<file path="config.mk">
export PLATFORM = sky130hd
export DESIGN_NAME = phl_power
export DESIGN_NICKNAME = d
export VERILOG_FILES = /design/src/rtl/core/phl_pkg.sv /design/src/rtl/core/phl_power.sv
export SDC_FILE = /design/constraint.sdc
export NUM_CORES = 2
export LEC_CHECK = 0
export BUFFER_PORTS_ARGS = -buffer_cell sky130_fd_sc_hd__buf_2
export CELL_PAD_IN_SITES_DETAIL_PLACEMENT = 1
export CELL_PAD_IN_SITES_GLOBAL_PLACEMENT = 1
export CORE_ASPECT_RATIO = 0.9
export CORE_MARGIN = 4
export CORE_UTILIZATION = 42
export CTS_CLUSTER_SIZE = 28
export DETAILED_ROUTE_END_ITERATION = 7
export GPL_TIMING_DRIVEN = 1
export PLACE_DENSITY_LB_ADDON = 0.1
export SLEW_MARGIN = 25
export SYNTH_ARGS = -nofsm -noshare
export SYNTH_HDL_FRONTEND = slang
export SYNTH_SLANG_ARGS = --single-unit
</file>
<file path="constraint.sdc">
create_clock -name clk -period 12.38 [get_ports clk]
set_input_delay 2.476 -clock clk [delete_from_list [all_inputs] [get_ports clk]]
set_output_delay 2.476 -clock clk [all_outputs]
set_load 0.01 [all_outputs]
</file>
<file path="src/rtl/core/phl_pkg.sv">
package phl_pkg;

	localparam int unsigned SQ_STEPS = 18;	// root bits of a 36-bit radicand
	localparam int unsigned RC_STEPS = 19;	// quotient bits of 2^34 / root

	localparam logic [2:0] REG_SURFACE   = 3'd0;
	localparam logic [2:0] REG_LIGHT_RGB = 3'd1;
	localparam logic [2:0] REG_LIGHT_X   = 3'd2;
	localparam logic [2:0] REG_LIGHT_Y   = 3'd3;
	localparam logic [2:0] REG_LIGHT_Z   = 3'd4;
	localparam logic [2:0] REG_COEFFS    = 3'd5;
	localparam logic [2:0] REG_SHININESS = 3'd6;

	localparam logic [15:0] SHININESS_RST = 16'd51200;

	// item payload carried through the normalize units
	typedef struct packed {
		logic [2:0][14:0] mag;
		logic [2:0]       neg;
		logic             zero;
		logic             shadow;
		logic [2:0][15:0] eye;
		logic [2:0][15:0] nrm;
	} vec_pay_t;

	// item payload carried through the power unit
	typedef struct packed {
		logic [19:0] d;
		logic        dif_on;
		logic        spec_on;
	} pw_pay_t;

	// index of the highest set bit, 0 for an all-zero word
	function automatic logic [5:0] lead_one(input logic [32:0] v);
		logic [5:0] p;
		p = '0;
		for (int i = 0; i < 33; i++) begin
			if (v[i]) begin
				p = 6'(i);
			end
		end
		return p;
	endfunction

	function automatic logic [16:0] log_tab(input logic [4:0] i);
		logic [16:0] r;
		case (i)
			5'd0:  r = 17'd0;
			5'd1:  r = 17'd5732;
			5'd2:  r = 17'd11136;
			5'd3:  r = 17'd16248;
			5'd4:  r = 17'd21098;
			5'd5:  r = 17'd25711;
			5'd6:  r = 17'd30109;
			5'd7:  r = 17'd34312;
			5'd8:  r = 17'd38336;
			5'd9:  r = 17'd42196;
			5'd10: r = 17'd45904;
			5'd11: r = 17'd49472;
			5'd12: r = 17'd52911;
			5'd13: r = 17'd56229;
			5'd14: r = 17'd59434;
			5'd15: r = 17'd62534;
			5'd16: r = 17'd65536;
			default: r = 17'd65536;
		endcase
		return r;
	endfunction

	function automatic logic [17:0] exp_tab(input logic [4:0] i);
		logic [17:0] r;
		case (i)
			5'd0:  r = 18'd65536;
			5'd1:  r = 18'd68438;
			5'd2:  r = 18'd71468;
			5'd3:  r = 18'd74632;
			5'd4:  r = 18'd77936;
			5'd5:  r = 18'd81386;
			5'd6:  r = 18'd84990;
			5'd7:  r = 18'd88752;
			5'd8:  r = 18'd92682;
			5'd9:  r = 18'd96785;
			5'd10: r = 18'd101070;
			5'd11: r = 18'd105545;
			5'd12: r = 18'd110218;
			5'd13: r = 18'd115098;
			5'd14: r = 18'd120194;
			5'd15: r = 18'd125515;
			5'd16: r = 18'd131072;
			default: r = 18'd131072;
		endcase
		return r;
	endfunction

endpackage

</file>
<file path="src/rtl/core/phl_power.sv">
module phl_power import phl_pkg::*; (
	input  logic        clk,
	input  logic        arst_n,
	input  logic        en,
	input  logic        in_vld,
	input  logic [28:0] x,
	input  logic [15:0] sh,
	input  pw_pay_t     in_pay,
	output logic        out_vld,
	output logic [16:0] factor,
	output pw_pay_t     out_pay
);

	// x in Q1.28, already clamped to 1.0; factor = x^(sh/256) in Q1.16
	logic        vld_p1, vld_p2, vld_p3, vld_p4, vld_p5;
	pw_pay_t     pay_p1, pay_p2, pay_p3, pay_p4, pay_p5;
	logic [27:0] f_p1;
	logic [4:0]  pd_p1;
	logic [20:0] neg_p2;
	logic [28:0] t_p3;
	logic [17:0] mant_p4;
	logic [4:0]  shift_p4;
	logic        zero_p4;
	logic [16:0] factor_p5;

	logic [5:0]  p;
	logic [28:0] v;
	logic [4:0]  lidx;
	logic [15:0] lrem;
	logic [16:0] lf;
	logic [28:0] lprod;
	logic [36:0] tprod;
	logic [12:0] ip;
	logic [15:0] fr;
	logic [15:0] g;
	logic [4:0]  eidx;
	logic [24:0] eprod;

	assign p = lead_one({4'b0000, x});
	assign v = 29'(x << (6'd28 - p));

	assign lidx  = {1'b0, f_p1[27:24]};
	assign lrem  = f_p1[23:8];
	assign lprod = 29'(log_tab(lidx + 5'd1) - log_tab(lidx)) * 29'(lrem);
	assign lf    = log_tab(lidx) + 17'(lprod >> 16);

	assign tprod = 37'(neg_p2) * 37'(sh);

	assign ip    = t_p3[28:16];
	assign fr    = t_p3[15:0];
	assign g     = 16'(17'h10000 - {1'b0, fr});
	assign eidx  = {1'b0, g[15:12]};
	assign eprod = 25'(exp_tab(eidx + 5'd1) - exp_tab(eidx)) * 25'(g[11:0]);

	always_ff @(posedge clk or negedge arst_n) begin
		if (!arst_n) begin
			vld_p1 <= 1'b0;
			vld_p2 <= 1'b0;
			vld_p3 <= 1'b0;
			vld_p4 <= 1'b0;
			vld_p5 <= 1'b0;
		end else if (en) begin
			vld_p1 <= in_vld;
			vld_p2 <= vld_p1;
			vld_p3 <= vld_p2;
			vld_p4 <= vld_p3;
			vld_p5 <= vld_p4;
		end
	end

	always_ff @(posedge clk) begin
		if (en) begin
			f_p1   <= v[27:0];
			pd_p1  <= 5'(6'd28 - p);
			pay_p1 <= in_pay;

			neg_p2 <= 21'({pd_p1, 16'h0000}) - 21'(lf);
			pay_p2 <= pay_p1;

			t_p3   <= tprod[36:8];
			pay_p3 <= pay_p2;

			if (fr == 16'h0000) begin
				mant_p4  <= 18'h10000;
				zero_p4  <= (ip > 13'd17);
				shift_p4 <= 5'(ip);
			end else begin
				mant_p4  <= exp_tab(eidx) + 18'(eprod >> 12);
				zero_p4  <= (ip > 13'd16);
				shift_p4 <= 5'(ip + 13'd1);
			end
			pay_p4 <= pay_p3;

			factor_p5 <= zero_p4 ? 17'h00000 : 17'(mant_p4 >> shift_p4);
			pay_p5    <= pay_p4;
		end
	end

	assign out_vld = vld_p5;
	assign factor  = factor_p5;
	assign out_pay = pay_p5;

	a_factor_max: assert property (@(posedge clk) disable iff (!arst_n)
		vld_p5 |-> factor_p5 <= 17'h10000)
		else $error("power factor above 1.0");

	a_factor_zero: assert property (@(posedge clk) disable iff (!arst_n)
		(en && vld_p4 && zero_p4) |=> factor_p5 == 17'h00000)
		else $error("underflowed power not zero");

endmodule
</file>
==> impl_metrics.env <==
export IMPL_hold_viol_final=0
export IMPL_syn_num_nets=5435
export IMPL_synth_compound_area_share_pct=6.97
export IMPL_dieArea_mm2=0.102
export IMPL_cts_tree="built"
export IMPL_ctsHoldBuffers=0
export IMPL_rr_startpoint="t_p3[5]"
export IMPL_rr_worst_depth=47
export IMPL_synth_seq_cells=247
export IMPL_slew_viol_final=0
export IMPL_drt_iter0_drc=1240
export IMPL_start_kind="register"
export IMPL_h_tree_depth=1
export IMPL_io_buffers=110
export IMPL_status="finished clean"
export IMPL_ioPinCount=111
export IMPL_cts_max_path_buffers=3
export IMPL_synth_avg_cell_area_um2=9.37
export IMPL_layout_drive_gt1_share_pct=10.4
export IMPL_place_congestion=0.864
export IMPL_grt_pass1_wl_mm=185
export IMPL_drv_cap=0
export IMPL_hold_class="reg2reg"
export IMPL_ys_seq_area_share_pct=17.7
export IMPL_gr_total_overflow=0
export IMPL_dp_hpwl_mm=91.4
export IMPL_die_height_um=304
export IMPL_path_clk_slew_ns=0.06
export IMPL_synthCells=4363
export IMPL_cp_arrival_ns=12.10
export IMPL_route_detailed_drc=0
export IMPL_grtUsageTotal_pct=22.9
export IMPL_slew_headroom_pct=33.6
export IMPL_hold_depth=0
export IMPL_wl_mm=115
export IMPL_max_freq_ghz=0.0846
export IMPL_yosysTopAreaCell="fa_1"
export IMPL_fin_util_pct=46.6
export IMPL_grt_max_degree=68
export IMPL_synthMuxAreaShare_pct=3.46
export IMPL_synthFlopType="edfxtp_1"
export IMPL_cts_buffers=27
export IMPL_synth_edf_count=226
export IMPL_synth_top_cell_area_share_pct=33.1
export IMPL_crit_path_end_kind="register"
export IMPL_syn_cell_area_mm2=0.0409
export IMPL_skew_ns=0.0154
export IMPL_async_flop_share_pct=2.02
export IMPL_yosys_area_share_simple_pct=15.1
export IMPL_synth_most_common_cell="inv_1"
export IMPL_synth_adder_area_share_pct=43.1
export IMPL_core_area_mm2=0.0965
export IMPL_worst_slew_pin_slew_ns=0.995
export IMPL_worstPathRequired_ns=12.67
export IMPL_clk_latency_ns=0.57
export IMPL_fin_crit_ns=11.82
export IMPL_min_period_over_period_pct=95.5
export IMPL_grt_pass1_vias=33070
export IMPL_layout_nets=5580
export IMPL_dieWidth_um=337
export IMPL_synth_top_family_by_area="adder cells"
export IMPL_yosys_warnings=0
export IMPL_cp_startpoint="t_p3[5]"
export IMPL_syn2layout_area_growth_pct=10.1
export IMPL_placementRows=108
export IMPL_worstHoldStart="pay_p1[7]"
export IMPL_wl_per_cell_um=19.8
export IMPL_path_common_cell="fa_1"
export IMPL_grt_antenna_before_repair=2
export IMPL_cts_sinks=247
export IMPL_vias=30021
export IMPL_antenna_left=0
export IMPL_start_util_pct=42.4
export IMPL_slowest_delay_ns=0.55
export IMPL_synthXorXnorAreaFrac_pct=4.03
export IMPL_firstDrtPassIters=5
export IMPL_cts_root_buf="clkbuf_16"
export IMPL_via_per_inst=5.18
export IMPL_ys_types=83
export IMPL_yosys_top_cells_area="fa_1 33%, edfxtp_1 17%, ha_1 10%"
export IMPL_synthTopCellsByCount="863 x inv_1, 675 x fa_1, 558 x nand2_1"
export IMPL_crit_type="reg2reg"
export IMPL_setup_viol_count_final=0
export IMPL_worstPathMaxFanout=17
export IMPL_slowest_stage="or4_4"
[per-layer routing]
layer	up-vias	share of wire (%)	track usage [%]
met3	125	3.3	1.99
met2	452	50	40.6
li1	13950	-	-
met5	-	0.011	0
met1	15492	44	30.7
met4	2	2.2	4.54
[cell type report]
cell class	instances	area [um^2]
repair buffers	293	1940
clock buffers	31	691
fillers	11185	51500
well taps	1265	1580
inverters	866	3250
flip-flops and latches	247	7230
diodes	3	7.51
multi-input cells	3073	30000
clock inverters	19	254
[what timing repair did]
item	in CTS	in global routing
buffers inserted	0	23
resized for setup	6	63
pin swaps	0	13
gates cloned	0	0
endpoints found under the setup margin	2	19
[per-stage QoR]
stage / hold WS [ns] / std cells / setup slack, ns / TNS, ns / area, um^2
floorplan: 0.400 / 4363 / 0.106 / 0 / 40900
global placement: 0.401 / 5721 / 0.118 / 0 / 43600
detailed placement: 0.406 / 5721 / -0.170 / -0.170 / 43600
CTS: 0.420 / 5771 / 0.0157 / 0 / 44500
global route: 0.425 / 5794 / -0.110 / -0.418 / 45000
finish: 0.418 / 5797 / 0.560 / 0 / 45000
[flip-flops by register name (all words and copies together) (netlist names), 5 cells and up, named ones only]
register and flops:
pay_p4 22, out_pay 22, pay_p3 22, neg_p2 21, pay_p2 22, f_p1 20
factor 17, shift_p4 5, pd_p1 5, mant_p4 18, pay_p1 22, t_p3 29
[cell families after synthesis]
kind of cell	count (synthesis)
buf+inv	1043
mux	113
flops	247
fa+ha+maj	1002
simple gates	1328
xor+xnor	184
compound gates	446
[path summary, 6_finish.rpt]
| path | endpoint | slack [ns] |
|---|---|---|
| hold reg to reg | pay_p2[7] | 0.42 |
| setup reg to reg | mant_p4[15] | 0.56 |
| setup / recovery | mant_p4[15] | 0.56 |
| min in group asynchronous | vld_p3 | 1.72 |
| hold / removal | pay_p2[7] | 0.42 |
| max in group asynchronous | vld_p1 | 10.52 |
[placed cells by master, fill, tap and decap left out, types with 18 or more instances in the layout]
cell,netlist,layout
a31oi_1,24,20
fa_1,675,675
clkbuf_16,0,27
a21oi_1,115,107
mux4_2,18,18
a21o_1,35,35
nand2b_1,37,36
xor2_1,59,56
nor2b_1,41,40
nor2_1,271,268
nand2_1,558,558
nand3_1,39,38
mux2_2,25,25
buf_2,7,109
xnor2_1,121,109
mux2i_1,68,68
inv_1,863,862
a211oi_1,31,26
and2_1,254,254
o21a_1,23,23
o21ai_0,99,91
buf_4,3,181
nor3_1,53,52
edfxtp_1,226,226
ha_1,326,321
[critical path, delay by kind of cell, from the launching register on]
| kind | cells | cell delay (ns) |
|---|---|---|
| adders and majority gates | 10 | 4.12 |
| DFF | 1 | 0.38 |
| and+or+nand+nor | 14 | 3.29 |
| AOI/OAI and AO/OA | 12 | 2.16 |
| xor gates and xnor gates | 4 | 0.81 |
| buffers and inverters | 7 | 0.76 |
Power is not shown: default switching activity piles up to over one toggle a cycle in this logic, so the estimate is an artifact.
